### src/rtl/core/frms_pkg.sv
// Shared types and constants for the frame RMS level meter.
// No dependencies; imported by every module of the block.
package frms_pkg;

    localparam int SAMPLE_W          = 16;   // width of the sample field
    localparam int RMS_W             = 16;   // width of the rms field
    localparam int USED_W            = 13;   // width of the samples_used field
    localparam int DEF_MAX_FRAME     = 4096;
    localparam int DEF_SAMPLE_BITS   = 16;
    localparam int FRAME_Q_DEPTH     = 4;    // frame totals held between front and back

    typedef struct packed {
        logic signed [SAMPLE_W-1:0] sample;
        logic                       has_sample;
        logic                       last_of_frame;
    } in_item_t;

    typedef struct packed {
        logic [RMS_W-1:0]  rms;
        logic [USED_W-1:0] samples_used;
        logic              too_long;
    } out_item_t;

endpackage

### src/rtl/core/frms_front.sv
// Front end: takes samples, squares them and sums each frame.
// Depends on frms_pkg; feeds frame totals into frms_fifo.
module frms_front
    import frms_pkg::*;
#(
    parameter int MAX_FRAME   = DEF_MAX_FRAME,
    parameter int SAMPLE_BITS = DEF_SAMPLE_BITS,
    parameter int Q_DEPTH     = FRAME_Q_DEPTH
)
(
    input  logic                              clk,
    input  logic                              rst_n,
    input  logic                              in_valid,
    output logic                              in_stall,
    input  in_item_t                          in_item,
    input  logic [$clog2(Q_DEPTH+1)-1:0]      q_level,
    output logic                              push,
    output logic [2*SAMPLE_BITS-3+$clog2(MAX_FRAME+1):0] push_sum,
    output logic [$clog2(MAX_FRAME+1)-1:0]    push_cnt,
    output logic                              push_ovf
);

    localparam int CNT_W  = $clog2(MAX_FRAME + 1);
    localparam int SQ_W   = 2 * SAMPLE_BITS - 1;
    localparam int SUM_W  = 2 * SAMPLE_BITS - 2 + CNT_W;
    localparam int QCNT_W = $clog2(Q_DEPTH + 1);

    // open-frame bookkeeping
    logic [CNT_W-1:0]       cnt_reg, cnt_next;
    logic                   ovf_reg, ovf_next;

    // stage 1: magnitude
    logic                   p1_valid_reg, p1_take_reg, p1_last_reg, p1_ovf_reg;
    logic [SAMPLE_BITS-1:0] p1_mag_reg;
    logic [CNT_W-1:0]       p1_cnt_reg;

    // stage 2: square
    logic                   p2_valid_reg, p2_take_reg, p2_last_reg, p2_ovf_reg;
    logic [SQ_W-1:0]        p2_sq_reg;
    logic [CNT_W-1:0]       p2_cnt_reg;

    logic [SUM_W-1:0]       acc_reg;

    logic                   accept;
    logic                   take;
    logic [SAMPLE_BITS-1:0] raw;
    logic [SAMPLE_BITS-1:0] mag;
    logic [CNT_W-1:0]       cnt_after;
    logic                   ovf_after;
    logic [2*SAMPLE_BITS-1:0] prod;
    logic [SUM_W-1:0]       sum_now;
    logic [QCNT_W:0]        pending;

    // Credit check: every frame end already in flight needs a queue slot.
    assign pending  = (QCNT_W+1)'(q_level)
                    + (QCNT_W+1)'(p1_valid_reg & p1_last_reg)
                    + (QCNT_W+1)'(p2_valid_reg & p2_last_reg);
    assign in_stall = pending >= (QCNT_W+1)'(Q_DEPTH);
    assign accept   = in_valid && !in_stall;

    assign raw       = SAMPLE_BITS'($unsigned(in_item.sample));
    assign mag       = raw[SAMPLE_BITS-1] ? (SAMPLE_BITS'(0) - raw) : raw;
    assign take      = in_item.has_sample && (cnt_reg < CNT_W'(MAX_FRAME));
    assign cnt_after = cnt_reg + CNT_W'(take);
    assign ovf_after = ovf_reg | (in_item.has_sample & ~take);

    always_comb
    begin
        cnt_next = cnt_reg;
        ovf_next = ovf_reg;
        if (accept)
        begin
            if (in_item.last_of_frame)
            begin
                cnt_next = '0;
                ovf_next = 1'b0;
            end
            else
            begin
                cnt_next = cnt_after;
                ovf_next = ovf_after;
            end
        end
    end

    assign prod    = p1_mag_reg * p1_mag_reg;
    assign sum_now = acc_reg + (p2_take_reg ? SUM_W'(p2_sq_reg) : SUM_W'(0));

    assign push     = p2_valid_reg && p2_last_reg;
    assign push_sum = sum_now;
    assign push_cnt = p2_cnt_reg;
    assign push_ovf = p2_ovf_reg;

    always_ff @(posedge clk or negedge rst_n)
    begin
        if (!rst_n)
        begin
            cnt_reg      <= '0;
            ovf_reg      <= 1'b0;
            p1_valid_reg <= 1'b0;
            p2_valid_reg <= 1'b0;
            acc_reg      <= '0;
        end
        else
        begin
            cnt_reg      <= cnt_next;
            ovf_reg      <= ovf_next;
            p1_valid_reg <= accept;
            p2_valid_reg <= p1_valid_reg;
            if (p2_valid_reg)
            begin
                acc_reg <= p2_last_reg ? SUM_W'(0) : sum_now;
            end
        end
    end

    // payload stages, no reset
    always_ff @(posedge clk)
    begin
        if (accept)
        begin
            p1_take_reg <= take;
            p1_last_reg <= in_item.last_of_frame;
            p1_mag_reg  <= mag;
            p1_cnt_reg  <= cnt_after;
            p1_ovf_reg  <= ovf_after;
        end
        p2_take_reg <= p1_take_reg;
        p2_last_reg <= p1_last_reg;
        p2_sq_reg   <= prod[SQ_W-1:0];
        p2_cnt_reg  <= p1_cnt_reg;
        p2_ovf_reg  <= p1_ovf_reg;
    end

endmodule

### src/rtl/core/frms_fifo.sv
// Small register queue of closed-frame totals between front and back.
// Depends on frms_pkg for the default depth FRAME_Q_DEPTH.
module frms_fifo
    import frms_pkg::*;
#(
    parameter int WIDTH = 8,
    parameter int DEPTH = FRAME_Q_DEPTH
)
(
    input  logic                           clk,
    input  logic                           rst_n,
    input  logic                           push,
    input  logic [WIDTH-1:0]               push_data,
    input  logic                           pop,
    output logic                           head_valid,
    output logic [WIDTH-1:0]               head_data,
    output logic [$clog2(DEPTH+1)-1:0]     level
);

    localparam int PTR_W = (DEPTH > 1) ? $clog2(DEPTH) : 1;
    localparam int LVL_W = $clog2(DEPTH + 1);

    logic [WIDTH-1:0] slot_reg [DEPTH];
    logic [PTR_W-1:0] wr_ptr_reg, rd_ptr_reg;
    logic [LVL_W-1:0] level_reg;
    logic             do_pop;

    assign head_valid = level_reg != '0;
    assign head_data  = slot_reg[rd_ptr_reg];
    assign level      = level_reg;
    assign do_pop     = pop && head_valid;

    function automatic logic [PTR_W-1:0] ptr_inc(input logic [PTR_W-1:0] p);
        ptr_inc = (p == PTR_W'(DEPTH - 1)) ? PTR_W'(0) : p + PTR_W'(1);
    endfunction

    always_ff @(posedge clk or negedge rst_n)
    begin
        if (!rst_n)
        begin
            wr_ptr_reg <= '0;
            rd_ptr_reg <= '0;
            level_reg  <= '0;
        end
        else
        begin
            if (push)
            begin
                wr_ptr_reg <= ptr_inc(wr_ptr_reg);
            end
            if (do_pop)
            begin
                rd_ptr_reg <= ptr_inc(rd_ptr_reg);
            end
            level_reg <= level_reg + LVL_W'(push) - LVL_W'(do_pop);
        end
    end

    always_ff @(posedge clk)
    begin
        if (push)
        begin
            slot_reg[wr_ptr_reg] <= push_data;
        end
    end

endmodule

### src/rtl/core/frms_back.sv
// Back end: divides each frame total by its count, then takes the integer root.
// Depends on frms_pkg; reads frame totals from frms_fifo.
module frms_back
    import frms_pkg::*;
#(
    parameter int MAX_FRAME   = DEF_MAX_FRAME,
    parameter int SAMPLE_BITS = DEF_SAMPLE_BITS
)
(
    input  logic                              clk,
    input  logic                              rst_n,
    input  logic                              q_valid,
    input  logic [2*SAMPLE_BITS-3+$clog2(MAX_FRAME+1):0] q_sum,
    input  logic [$clog2(MAX_FRAME+1)-1:0]    q_cnt,
    input  logic                              q_ovf,
    output logic                              pop,
    output logic                              out_valid,
    input  logic                              out_stall,
    output out_item_t                         out_item
);

    localparam int CNT_W  = $clog2(MAX_FRAME + 1);
    localparam int SUM_W  = 2 * SAMPLE_BITS - 2 + CNT_W;
    localparam int ROOT_W = (SUM_W + 1) / 2;
    localparam int RAD_W  = 2 * ROOT_W;
    localparam int STEP_W = $clog2(SUM_W + 1);

    typedef enum logic [1:0] {ST_IDLE, ST_DIV, ST_ROOT, ST_DONE} state_t;

    state_t            state_reg, state_next;
    logic [SUM_W-1:0]  quo_reg, quo_next;
    logic [CNT_W-1:0]  div_reg, div_next;
    logic [CNT_W-1:0]  rem_reg, rem_next;
    logic              ovf_reg, ovf_next;
    logic [RAD_W-1:0]  rad_reg, rad_next;
    logic [ROOT_W-1:0] root_reg, root_next;
    logic [ROOT_W+1:0] srem_reg, srem_next;
    logic [STEP_W-1:0] step_reg, step_next;
    logic              out_valid_reg, out_valid_next;
    out_item_t         out_item_reg, out_item_next;

    logic [CNT_W:0]    rem_sh, rem_sub;
    logic              div_ge;
    logic [SUM_W-1:0]  quo_shift;
    logic [ROOT_W+3:0] srem_sh, trial, srem_sub;
    logic              root_ge;
    logic [ROOT_W-1:0] root_shift;

    // restoring divide, one quotient bit a cycle
    assign rem_sh    = {rem_reg, quo_reg[SUM_W-1]};
    assign div_ge    = rem_sh >= {1'b0, div_reg};
    assign rem_sub   = rem_sh - {1'b0, div_reg};
    assign quo_shift = {quo_reg[SUM_W-2:0], div_ge};

    // digit-by-digit root, two radicand bits a cycle
    assign srem_sh    = {srem_reg, rad_reg[RAD_W-1 -: 2]};
    assign trial      = {2'b00, root_reg, 2'b01};
    assign root_ge    = srem_sh >= trial;
    assign srem_sub   = srem_sh - trial;
    assign root_shift = {root_reg[ROOT_W-2:0], root_ge};

    assign pop       = (state_reg == ST_IDLE) && q_valid;
    assign out_valid = out_valid_reg;
    assign out_item  = out_item_reg;

    always_comb
    begin
        state_next     = state_reg;
        quo_next       = quo_reg;
        div_next       = div_reg;
        rem_next       = rem_reg;
        ovf_next       = ovf_reg;
        rad_next       = rad_reg;
        root_next      = root_reg;
        srem_next      = srem_reg;
        step_next      = step_reg;
        out_valid_next = out_valid_reg;
        out_item_next  = out_item_reg;
        case (state_reg)
            ST_IDLE:
            begin
                if (q_valid)
                begin
                    quo_next   = q_sum;
                    div_next   = q_cnt;
                    ovf_next   = q_ovf;
                    rem_next   = '0;
                    step_next  = STEP_W'(SUM_W - 1);
                    state_next = ST_DIV;
                end
            end
            ST_DIV:
            begin
                quo_next = quo_shift;
                rem_next = div_ge ? rem_sub[CNT_W-1:0] : rem_sh[CNT_W-1:0];
                if (step_reg == '0)
                begin
                    rad_next   = RAD_W'(quo_shift);
                    root_next  = '0;
                    srem_next  = '0;
                    step_next  = STEP_W'(ROOT_W - 1);
                    state_next = ST_ROOT;
                end
                else
                begin
                    step_next = step_reg - STEP_W'(1);
                end
            end
            ST_ROOT:
            begin
                root_next = root_shift;
                srem_next = root_ge ? srem_sub[ROOT_W+1:0] : srem_sh[ROOT_W+1:0];
                rad_next  = rad_reg << 2;
                if (step_reg == '0)
                begin
                    // empty frame reads as zero level
                    out_item_next.rms          = (div_reg == '0) ? RMS_W'(0)
                                                                 : RMS_W'(root_shift);
                    out_item_next.samples_used = USED_W'(div_reg);
                    out_item_next.too_long     = ovf_reg;
                    out_valid_next             = 1'b1;
                    state_next                 = ST_DONE;
                end
                else
                begin
                    step_next = step_reg - STEP_W'(1);
                end
            end
            ST_DONE:
            begin
                if (!out_stall)
                begin
                    out_valid_next = 1'b0;
                    state_next     = ST_IDLE;
                end
            end
            default:
            begin
                state_next = ST_IDLE;
            end
        endcase
    end

    always_ff @(posedge clk or negedge rst_n)
    begin
        if (!rst_n)
        begin
            state_reg     <= ST_IDLE;
            out_valid_reg <= 1'b0;
            step_reg      <= '0;
            quo_reg       <= '0;
            div_reg       <= '0;
            rem_reg       <= '0;
            ovf_reg       <= 1'b0;
            rad_reg       <= '0;
            root_reg      <= '0;
            srem_reg      <= '0;
            out_item_reg  <= '0;
        end
        else
        begin
            state_reg     <= state_next;
            out_valid_reg <= out_valid_next;
            step_reg      <= step_next;
            quo_reg       <= quo_next;
            div_reg       <= div_next;
            rem_reg       <= rem_next;
            ovf_reg       <= ovf_next;
            rad_reg       <= rad_next;
            root_reg      <= root_next;
            srem_reg      <= srem_next;
            out_item_reg  <= out_item_next;
        end
    end

endmodule

### src/rtl/core/frame_rms_level_meter_top.sv
// Frame RMS level meter. Samples: one transaction per cycle while in_stall is low, through
// the magnitude and square stages to the accumulator. Frame result: the back end divides by
// the count in a bit-serial divider, then takes the root in a bit-serial root unit; it
// takes the next frame total from the queue only after its result has been taken.
// Up to FRAME_Q_DEPTH closed frames queue ahead of the back end before input stalls.
// rst_n is asynchronous, active low; it empties the pipeline and the queue, clears the sum.
module frame_rms_level_meter_top
    import frms_pkg::*;
#(
    parameter int MAX_FRAME   = DEF_MAX_FRAME,
    parameter int SAMPLE_BITS = DEF_SAMPLE_BITS
)
(
    input  logic      clk,
    input  logic      rst_n,
    input  logic      in_valid,
    output logic      in_stall,
    input  in_item_t  in_item,
    output logic      out_valid,
    input  logic      out_stall,
    output out_item_t out_item
);

    localparam int CNT_W  = $clog2(MAX_FRAME + 1);
    localparam int SUM_W  = 2 * SAMPLE_BITS - 2 + CNT_W;
    localparam int ENTRY_W = SUM_W + CNT_W + 1;
    localparam int QCNT_W = $clog2(FRAME_Q_DEPTH + 1);

    // closed-frame transaction: total, count, overflow flag
    logic               push;
    logic [SUM_W-1:0]   push_sum;
    logic [CNT_W-1:0]   push_cnt;
    logic               push_ovf;
    logic               pop;
    logic               head_valid;
    logic [ENTRY_W-1:0] head_data;
    logic [QCNT_W-1:0]  q_level;

    // Front: squares and sums one sample per cycle, holds back input
    // only when the queue has no slot for a frame end in flight.
    frms_front #(
        .MAX_FRAME   (MAX_FRAME),
        .SAMPLE_BITS (SAMPLE_BITS),
        .Q_DEPTH     (FRAME_Q_DEPTH)
    ) u_front (
        .clk      (clk),
        .rst_n    (rst_n),
        .in_valid (in_valid),
        .in_stall (in_stall),
        .in_item  (in_item),
        .q_level  (q_level),
        .push     (push),
        .push_sum (push_sum),
        .push_cnt (push_cnt),
        .push_ovf (push_ovf)
    );

    // Queue of frame totals so the slow back end stalls sampling only when the queue fills.
    frms_fifo #(
        .WIDTH (ENTRY_W),
        .DEPTH (FRAME_Q_DEPTH)
    ) u_fifo (
        .clk        (clk),
        .rst_n      (rst_n),
        .push       (push),
        .push_data  ({push_sum, push_cnt, push_ovf}),
        .pop        (pop),
        .head_valid (head_valid),
        .head_data  (head_data),
        .level      (q_level)
    );

    // Back: mean square by serial divide, then integer root; result held
    // in its own register until taken.
    frms_back #(
        .MAX_FRAME   (MAX_FRAME),
        .SAMPLE_BITS (SAMPLE_BITS)
    ) u_back (
        .clk       (clk),
        .rst_n     (rst_n),
        .q_valid   (head_valid),
        .q_sum     (head_data[ENTRY_W-1 -: SUM_W]),
        .q_cnt     (head_data[CNT_W:1]),
        .q_ovf     (head_data[0]),
        .pop       (pop),
        .out_valid (out_valid),
        .out_stall (out_stall),
        .out_item  (out_item)
    );

endmodule

### config.mk
export PLATFORM = sky130hd
export DESIGN_NAME = frame_rms_level_meter_top
export DESIGN_NICKNAME = d
export VERILOG_FILES = /design/src/rtl/core/frms_pkg.sv /design/src/rtl/core/frms_front.sv /design/src/rtl/core/frms_fifo.sv /design/src/rtl/core/frms_back.sv /design/src/rtl/core/frame_rms_level_meter_top.sv
export SDC_FILE = /design/constraint.sdc
export NUM_CORES = 1
export LEC_CHECK = 0
export BUFFER_PORTS_ARGS = -buffer_cell sky130_fd_sc_hd__buf_2
export CORE_UTILIZATION = 58
export CTS_CLUSTER_SIZE = 20
export DETAILED_ROUTE_END_ITERATION = 8
export GPL_ROUTABILITY_DRIVEN = 0
export PLACE_DENSITY = 0.77
export RECOVER_POWER = 50
export REMOVE_ABC_BUFFERS = 1
export SYNTH_ARGS = -nofsm -noshare
export SYNTH_HDL_FRONTEND = slang
export SYNTH_SLANG_ARGS = --single-unit
### constraint.sdc
create_clock -name clk -period 5.6 [get_ports clk]
set_input_delay 1.12 -clock clk [delete_from_list [all_inputs] [get_ports clk]]
set_output_delay 1.12 -clock clk [all_outputs]
set_load 0.01 [all_outputs]
# Word level (Yosys, flattened, before mapping)
# Memory sizes are Yosys's and may differ from the RTL's.
# Index checks and enable logic that the tools add are counted.
# W data, S select, Z words.
[word_totals]
in_bits = 22
memories = 1
ram_bits = 228
register_bits = 344
[memory_table]
columns = ["memory", "words", "word_bits", "read_ports", "rd_clocked_by_memory_dff", "wr", "line", "text"]
rows = [
  ["u_fifo.slot_reg", 4, 57, 1, 0, 1, "frms_fifo.sv:23", "logic [WIDTH-1:0] slot_reg [DEPTH];"],
]
[classes]
n_addsub = 12
mux = 34
n_mul = 1
n_lt_le_gt_ge = 4
n_reduce_logical = 21
bitwise_logic = 5
n_eq_ne = 10
[ops]
columns = ["op", "count"]
rows = [
  ["$pmux W44 S2", 1],
  ["$mux W43", 2],
  ["$pmux W43 S2", 1],
  ["$mux W24", 2],
  ["$pmux W24 S2", 1],
  ["$mux W44", 1],
  ["$pmux W22 S2", 1],
  ["$add A43 B43 Y43", 1],
  ["$mux W13", 3],
  ["$mul A16 B16 Y31", 1],
  ["$mux W31", 1],
  ["$ge A26 B24 Y1", 1],
  ["$pmux W13 S2", 1],
  ["$sub A24 B24 Y24", 1],
  ["$mux W22", 1],
  ["$mux W6", 3],
  ["$pmux W6 S3", 1],
  ["$mux W16", 1],
  ["$sub A1 B16 Y16 const A", 1],
  ["$mux W15", 1],
  ["$ge A14 B13 Y1", 1],
  ["$add A13 B1 Y13", 1],
  ["$logic_not A13 Y1", 1],
  ["$lt A13 B13 Y1 const B", 1],
  ["other kinds (28)", 57],
]

# Logic depth before layout (Yosys ltp)
# Gate-level depths: netlist of the first run.
[logic_depth]
word_depth = 6
depth_mapped = 25

# Cells and area by module
# A second synthesis of the first run with hierarchy kept.
[unflattened]
cells_unflattened = 2968
area_unflattened_um2 = 33273.2
[by_module_without_submodules]
columns = ["module", "cells_each", "area_each_um2", "instances"]
rows = [
  ["frms_front", 1498, 14107.3, 1],
  ["frms_back", 1135, 10513.8, 1],
  ["frms_fifo", 335, 8652.0, 1],
]

# Worst setup path before layout of the first run
# Ideal clock, no wire load.
[synth_timing]
path_type = "reg2reg"
from = "register u_front.p1_mag_reg[1]"
to = "register u_front.p2_sq_reg[28]"
slack_ns = -0.546
t_required_ns = 5.528
path_stages_with_launch = 26
period_less_slack_ns = 6.146
setup_time_ns = 0.072
n_path_buf = 2
t_arrival_ns = 6.074
path_cell_list = "edfxtp_1 clkbuf_1 clkbuf_1 and2_1 fa_1 inv_1 fa_1 inv_1 fa_1 inv_1 fa_1 inv_1 fa_1 inv_1 fa_1 inv_1 ha_1 a211oi_1 nor2_1 nor2_1 a31oi_1 a21o_1 o211a_1 a311o_1 a21oi_1 xnor2_1"
[synth_between]
elab_chain_cells = 1
[synth_lines]
columns = ["item", "line", "text"]
rows = [
  ["start: declaration", "frms_front.sv:34", "logic [SAMPLE_BITS-1:0] p1_mag_reg;"],
  ["start signal: assignment", "frms_front.sv:124", "p1_mag_reg <= mag;"],
  ["$mul A16 B16 Y31", "frms_front.sv:86", "assign prod = p1_mag_reg * p1_mag_reg;"],
  ["net u_front.prod[28]", "frms_front.sv:50", "logic [2*SAMPLE_BITS-1:0] prod;"],
  ["end signal: assignment", "frms_front.sv:130", "p2_sq_reg <= prod[SQ_W-1:0];"],
  ["end: declaration", "frms_front.sv:39", "logic [SQ_W-1:0] p2_sq_reg;"],
]
# The timed path passes the listed nets, and every way through them passes these cells.
# A chain may end at the register's enable or synchronous reset.

# Final worst setup path of the first run
[layout_timing]
from = "register u_front.p1_mag_reg[10]"
to = "register u_front.p2_sq_reg[29]"
# Same word-level chain as after synthesis.

==> results of run 1 <==
## placed cells by master (no fill, tap or decap), types with 18 or more instances in the layout
master	n
nand2_1	295
inv_1	294
dfrtp_1	263
edfxtp_1	260
o21ai_0	210
ha_1	169
fa_1	157
buf_4	130
mux2i_1	116
nor2_1	94
xnor2_1	87
and2_1	75
a21oi_1	71
clkbuf_16	59
mux4_2	57
buf_2	48
dfxtp_1	46
xor2_1	43
a22o_1	41
a21o_1	40
buf_6	28
nand2b_1	25
inv_2	21
and3_1	20
o21ai_1	18
## metrics by stage
| step | utilization | hold slack (ns) | cell area (um2) | cells |
|---|---|---|---|---|
| detailed placement | 0.622 | 0.327 | 34500 | 3638 |
| finish | 0.672 | 0.340 | 37200 | 3799 |
| floorplan | - | 0.323 | 32300 | 2721 |
| global route | 0.672 | 0.346 | 37200 | 3798 |
| global placement | 0.622 | 0.328 | 34500 | 3638 |
| CTS | 0.666 | 0.341 | 36900 | 3773 |
## critical path, delay by kind of cell (launching register included)
kind | cells | cell delay [ns]
fa+ha+maj | 7 | 3.23
compound gates | 7 | 1.20
buf+inv | 6 | 0.67
flops | 1 | 0.43
xor+xnor | 1 | 0.17
simple gates | 1 | 0.09
## routing by layer
metal  track usage  vias to the layer above  share of wire  routed length [um]
met5             0                        -              0                   0
met4        0.0851                        0          0.031                2200
met3        0.0273                      162          0.045                3240
met2         0.433                      641           0.51               36300
met1         0.324                    11000           0.42               29600
li1              -                    10100              -                   -
## cell usage after synthesis (all sizes together), types with 43 or more instances
library cell    n
fa            165
o21ai         235
and2           84
ha            182
dfrtp         265
a21oi          81
nor2           99
inv           315
xor2           43
mux2i         117
nand2         314
a21o           45
dfxtp          46
xnor2          87
clkbuf         86
mux4           57
edfxtp        260
## final timing paths
check,start,endpoint,cells past startpoint
setup / recovery,u_front.p1_mag_reg[10]$_DFFE_PP_,u_front.p2_sq_reg[29]$_DFF_P_,22
hold / removal,u_front.p1_cnt_reg[9]$_DFFE_PP_,u_front.push_cnt[9]$_DFF_P_,0
setup reg to reg,u_front.p1_mag_reg[10]$_DFFE_PP_,u_front.p2_sq_reg[29]$_DFF_P_,22
hold reg to reg,u_front.p1_cnt_reg[9]$_DFFE_PP_,u_front.push_cnt[9]$_DFF_P_,0
max in group asynchronous,rst_n,u_front.acc_reg[14]$_DFFE_PN0P_,2
min in group asynchronous,rst_n,u_back.rem_reg[11]$_DFFE_PN0P_,1
## kinds of logic after synthesis
group	Yosys count
compound gates	525
xor+xnor	130
fa+ha+maj	347
buf+inv	424
flops	571
mux	191
simple gates	642
## timing repair
item                       in CTS  in global routing
pin swaps                      78                 52
setup endpoints to repair      13                 15
buffers inserted               25                 25
gates resized for setup        76                 55
## layout make-up
type | instances | share of cell area
Antenna cell | 1 | 0.0000672
Clock buffer | 70 | 0.0424
Clock inverter | 40 | 0.0106
Inverter | 315 | 0.0318
Multi-Input combinational cell | 1835 | 0.433
Sequential cell | 571 | 0.413
Tap cell | 748 | 0.0251
Timing Repair Buffer | 219 | 0.0439
==> out/summary.txt, run 1 <==
Total track usage -> 0.249
Initial antenna violation count -> 0
Tcrit/Tclk final -> 1.06
Sequential area share after synthesis -> 0.469
Max-Cap Viols -> 6
Failing checks -> capacitance limit, slew limit, setup timing
Largest cells by area after synthesis -> edfxtp_1 24%, dfrtp_1 20%, fa_1 10%
Fin Setup TNS -> -2.81 ns
Max Clock Freq -> 169 MHz
Placement Rows -> 86
Total grt overflow -> 0
Cell mode on critical path -> fa_1
Critical path, cell by cell -> buf_6 > buf_4 > nand2_2 > inv_2 > fa_1 > inv_1 > fa_1 > inv_1 > fa_1 > fa_1 > fa_1 > fa_1 > ha_4 > a21o_1 > a21o_1 > a21o_1 > a2111oi_4 > buf_4 > o31ai_4 > o21ai_2 > a21oi_1 > xor2_1
Cells after synthesis -> 2830
Port Buffer Count -> 53
CP max-delay cell -> fa_1
Worst-Skew Late Latency -> 0.63 ns
ANT nets after route -> 0
Top FF cell, synth -> dfrtp_1
Area Overhead vs Synth -> 13.6%
TritonCTS clock tree -> built
Cts hold-fix bufs -> 0
Initial core utilization -> 0.591
CTS buffer count -> 58
H-Tree Depth -> 2
Final min period -> 5.91 ns
Setup Skew -> 0.0144 ns
Drt total wl -> 71400 um
DIE AREA -> 57400 um2
Critical Path AT -> 6.43 ns
First-pass GRT wire length -> 114000 um
Clock root cell -> clkbuf_16
Die W -> 240 um
Crit Path Max Fanout -> 9
Yosys cell types -> 90
Clk pin slew, worst setup/hold paths -> 0.07 ns
Setup ws final -> -0.308 ns
Largest family of logic cells by synthesized area -> adder cells
Num Clock Sinks -> 571
CP startpoint kind -> register
Syn Area/Cell -> 11.6 um2
Hold violation total from the final report -> 0
Final setup violating endpoints -> 11
Yosys warnings -> 0
Reg area -> 15400 um2
Vias in the first global route -> 22700
Iteration-0 DRC count of the detailed router -> 1584
Layout cells sized above 1 -> 0.168
Fraction of synthesized area in multiplexers -> 0.0808
Largest area contributor in the netlist -> edfxtp_1
CP peak stage delay -> 0.56 ns
Die H -> 240 um
Io pins -> 54
Via/cell ratio -> 5.77
Post-Synth Adder-Cell Area -> 0.170
Via count -> 21900
Critical path capture point type -> register
Worst slew pin tran -> 4.17 ns
Final Max Slew Viols -> 367
RSZ-0062 raised after global routing -> true
Max reg flops -> 228
Final net count -> 3369
Post-synth EDFFs -> 260
Yosys top cell area share -> 0.238
# fillers -> 3775
DRT Pass-1 Iters -> 5
Synth Register Bits -> 571
R2R Setup Slk -> -0.31 ns
Largest net degree at the start of global routing -> 144
HPWL Detailed -> 47200 um
Worst Setup Path Type -> reg -> reg
Post-Synth Simple-Gate Area -> 0.0922
Multi-input logic area -> 16100 um2
Synth async-reset ratio -> 0.464
Pre-CTS WS -> -0.747 ns
Longest Clk Path Bufs -> 3
Slew headroom -> -1.78
CP required -> 6.12 ns
Outcome -> complete, but fails checks
Synth Area in Compound Gates -> 0.103
Mapped Area -> 32800 um2
Wire per inst -> 18.8 um
Core area -> 55400 um2
Post-synthesis xor/xnor area fraction -> 0.0348
DRC -> 0
Hold Crit Class -> reg -> reg
Power of run 1 is left out: the tool's default activity adds up to more than one toggle a clock period on the data nets, which glitch-free logic cannot reach.
==> run 2, diff against run 1 <==
--- a/config.mk
+++ b/config.mk
@@ -11,7 +11,7 @@
 export DETAILED_ROUTE_END_ITERATION = 8
 export GPL_ROUTABILITY_DRIVEN = 0
 export PLACE_DENSITY = 0.77
-export RECOVER_POWER = 50
+export RECOVER_POWER = 100
 export REMOVE_ABC_BUFFERS = 1
 export SYNTH_ARGS = -nofsm -noshare
 export SYNTH_HDL_FRONTEND = slang
==> run 2 against run 1 <==
  * Sequential cell count did not move
  * Non-clock buffer count did not move
  * Die area did not move
  * The flow still finishes with violations (capacitance limit, slew limit, setup timing)
  * Critical endpoint unchanged
  * Count of clock-buffer cells in the layout did not move
  * Register-to-register slack barely moved
==> out/summary.txt, run 2 (synthesis results as in run 1) <==
CTS buffer count -> 58
Pre-CTS WS -> -0.747 ns
Hold Path Origin -> u_front.p1_cnt_reg[9]$_DFFE_PP_
Cts hold-fix bufs -> 0
Clock root cell -> clkbuf_16
Setup Skew -> 0.0138 ns
Wire per inst -> 18.8 um
Via count -> 21900
CP startpoint kind -> register
Vias in the first global route -> 22700
Crit Path Max Fanout -> 9
Max reg flops -> 228
First-pass GRT wire length -> 114000 um
Port Buffer Count -> 53
Worst Setup Path Type -> reg -> reg
Final Non-Filler Cells -> 3798
Final Max Slew Viols -> 467
Placed insts -> 3638
Layout cells sized above 1 -> 0.152
ANT nets after route -> 0
Total track usage -> 0.249
Clk pin slew, worst setup/hold paths -> 0.07 ns
Hold Crit Class -> reg -> reg
Area Overhead vs Synth -> 13.2%
Commonest non-fill, non-tap cell in the layout -> nand2_1
Multi-input logic area -> 16000 um2
Outcome -> complete, but fails checks
Critical path capture point type -> register
Fin util -> 0.669
Max Clock Freq -> 169 MHz
Initial antenna violation count -> 0
Setup ws final -> -0.300 ns
Highest-count cells in the layout ignoring fill and taps -> 298 x nand2_1, 294 x inv_1, 263 x dfrtp_1
Hold_ws -> 0.340 ns
Max-Cap Viols -> 7
H-Tree Depth -> 2
TritonCTS clock tree -> built
R2R cell count -> 22
WHS Endpoint -> u_front.push_cnt[9]$_DFF_P_
Die W -> 240 um
Num Clock Sinks -> 571
HPWL Detailed -> 47200 um
Final min period -> 5.90 ns
Largest net degree at the start of global routing -> 144
Longest Clk Path Bufs -> 3
DRT Pass-1 Iters -> 5
Placement Rows -> 86
Worst-Skew Late Latency -> 0.62 ns
R2R Setup Slk -> -0.30 ns
Hold depth -> 0
Failing checks -> capacitance limit, slew limit, setup timing
Die H -> 240 um
Worst slew pin tran -> 4.24 ns
Number of diodes -> 0
DRC -> 0
CP required -> 6.12 ns
Io pins -> 54
Drt total wl -> 71400 um
Slew headroom -> -1.82
Iteration-0 DRC count of the detailed router -> 1583
Total grt overflow -> 0
Reg area -> 15400 um2
Final net count -> 3369
# fillers -> 3818
DIE AREA -> 57400 um2
Via/cell ratio -> 5.77
Final setup violating endpoints -> 11
Core area -> 55400 um2
Hold violation total from the final report -> 0
R2r endpoint -> u_front.p2_sq_reg[29]$_DFF_P_
Worst R2R Start -> u_front.p1_mag_reg[10]$_DFFE_PP_
RSZ-0062 raised after global routing -> true
Initial core utilization -> 0.591
Critical Path AT -> 6.42 ns
Tcrit/Tclk final -> 1.05
run 2: changes by cell type in the layout (fill, tap and decap cells not counted), sizes merged:
cell and change:
buf -36, diode -1, clkbuf +36
run 2: how the worst max path moves through the flow:
stage | end | slack, ns | startpoint
global placement | u_front.p2_sq_reg[29]$_DFF_P_ | -0.61 | u_front.p1_mag_reg[5]$_DFFE_PP_
CTS | u_front.p2_sq_reg[30]$_DFF_P_ | -0.22 | u_front.p1_mag_reg[8]$_DFFE_PP_
floorplan | u_back.rad_reg[10]$_DFFE_PN0P_ | -1.86 | u_back.state_reg[1]$_DFFE_PN0P_
detailed placement | u_front.p2_sq_reg[25]$_DFF_P_ | -0.75 | u_front.p1_mag_reg[9]$_DFFE_PP_
finish | u_front.p2_sq_reg[29]$_DFF_P_ | -0.30 | u_front.p1_mag_reg[10]$_DFFE_PP_
global route | u_front.p2_sq_reg[30]$_DFF_P_ | -0.48 | u_front.p1_mag_reg[2]$_DFFE_PP_
run 2: cell type report:
cell class              instances  share of cell area
clock buffers                  70              0.0425
clock inverters                40              0.0106
inverters                     315              0.0319
multi-input cells            1835               0.433
flip-flops and latches        571               0.414
well taps                     748              0.0252
repair buffers                219              0.0427
run 2: metal layers:
| metal | vias to the layer above | part of all wire | global-route usage |
|---|---|---|---|
| met5 | - | 0 | 0 |
| met4 | 0 | 0.030 | 0.0851 |
| met3 | 154 | 0.043 | 0.0273 |
| met2 | 656 | 0.51 | 0.433 |
| met1 | 11000 | 0.42 | 0.324 |
| li1 | 10100 | - | - |
run 2: timing repair:
item	in CTS	in global routing
buffers inserted	25	25
setup endpoints to repair	13	15
resized for setup	76	55
pin swaps	78	52
run 2: per-stage QoR:
step           instance area (um2)  TNS [ns]
2_1_floorplan                32300   -147.29
3_3_place_gp                 34500     -4.14
3_5_place_dp                 34500     -5.32
4_1_cts                      36900     -1.09
5_1_grt                      37100    -29.03
6_report                     37100     -2.76
run 2: worst max-delay path: stages (launching register included):
cell       delay, ns
edfxtp_1        0.42
buf_6           0.17
buf_4           0.13
nand2_2         0.10
inv_2           0.05
fa_1            0.50
inv_1           0.06
fa_1            0.53
inv_1           0.05
fa_1            0.46
fa_1            0.56
fa_1            0.43
fa_1            0.53
ha_4            0.22
a21o_1          0.18
a21o_1          0.21
a21o_1          0.23
a2111oi_4       0.24
buf_4           0.20
o31ai_4         0.07
o21ai_2         0.17
a21oi_1         0.10
xor2_1          0.17
Power of run 2 is left out for the same reason.
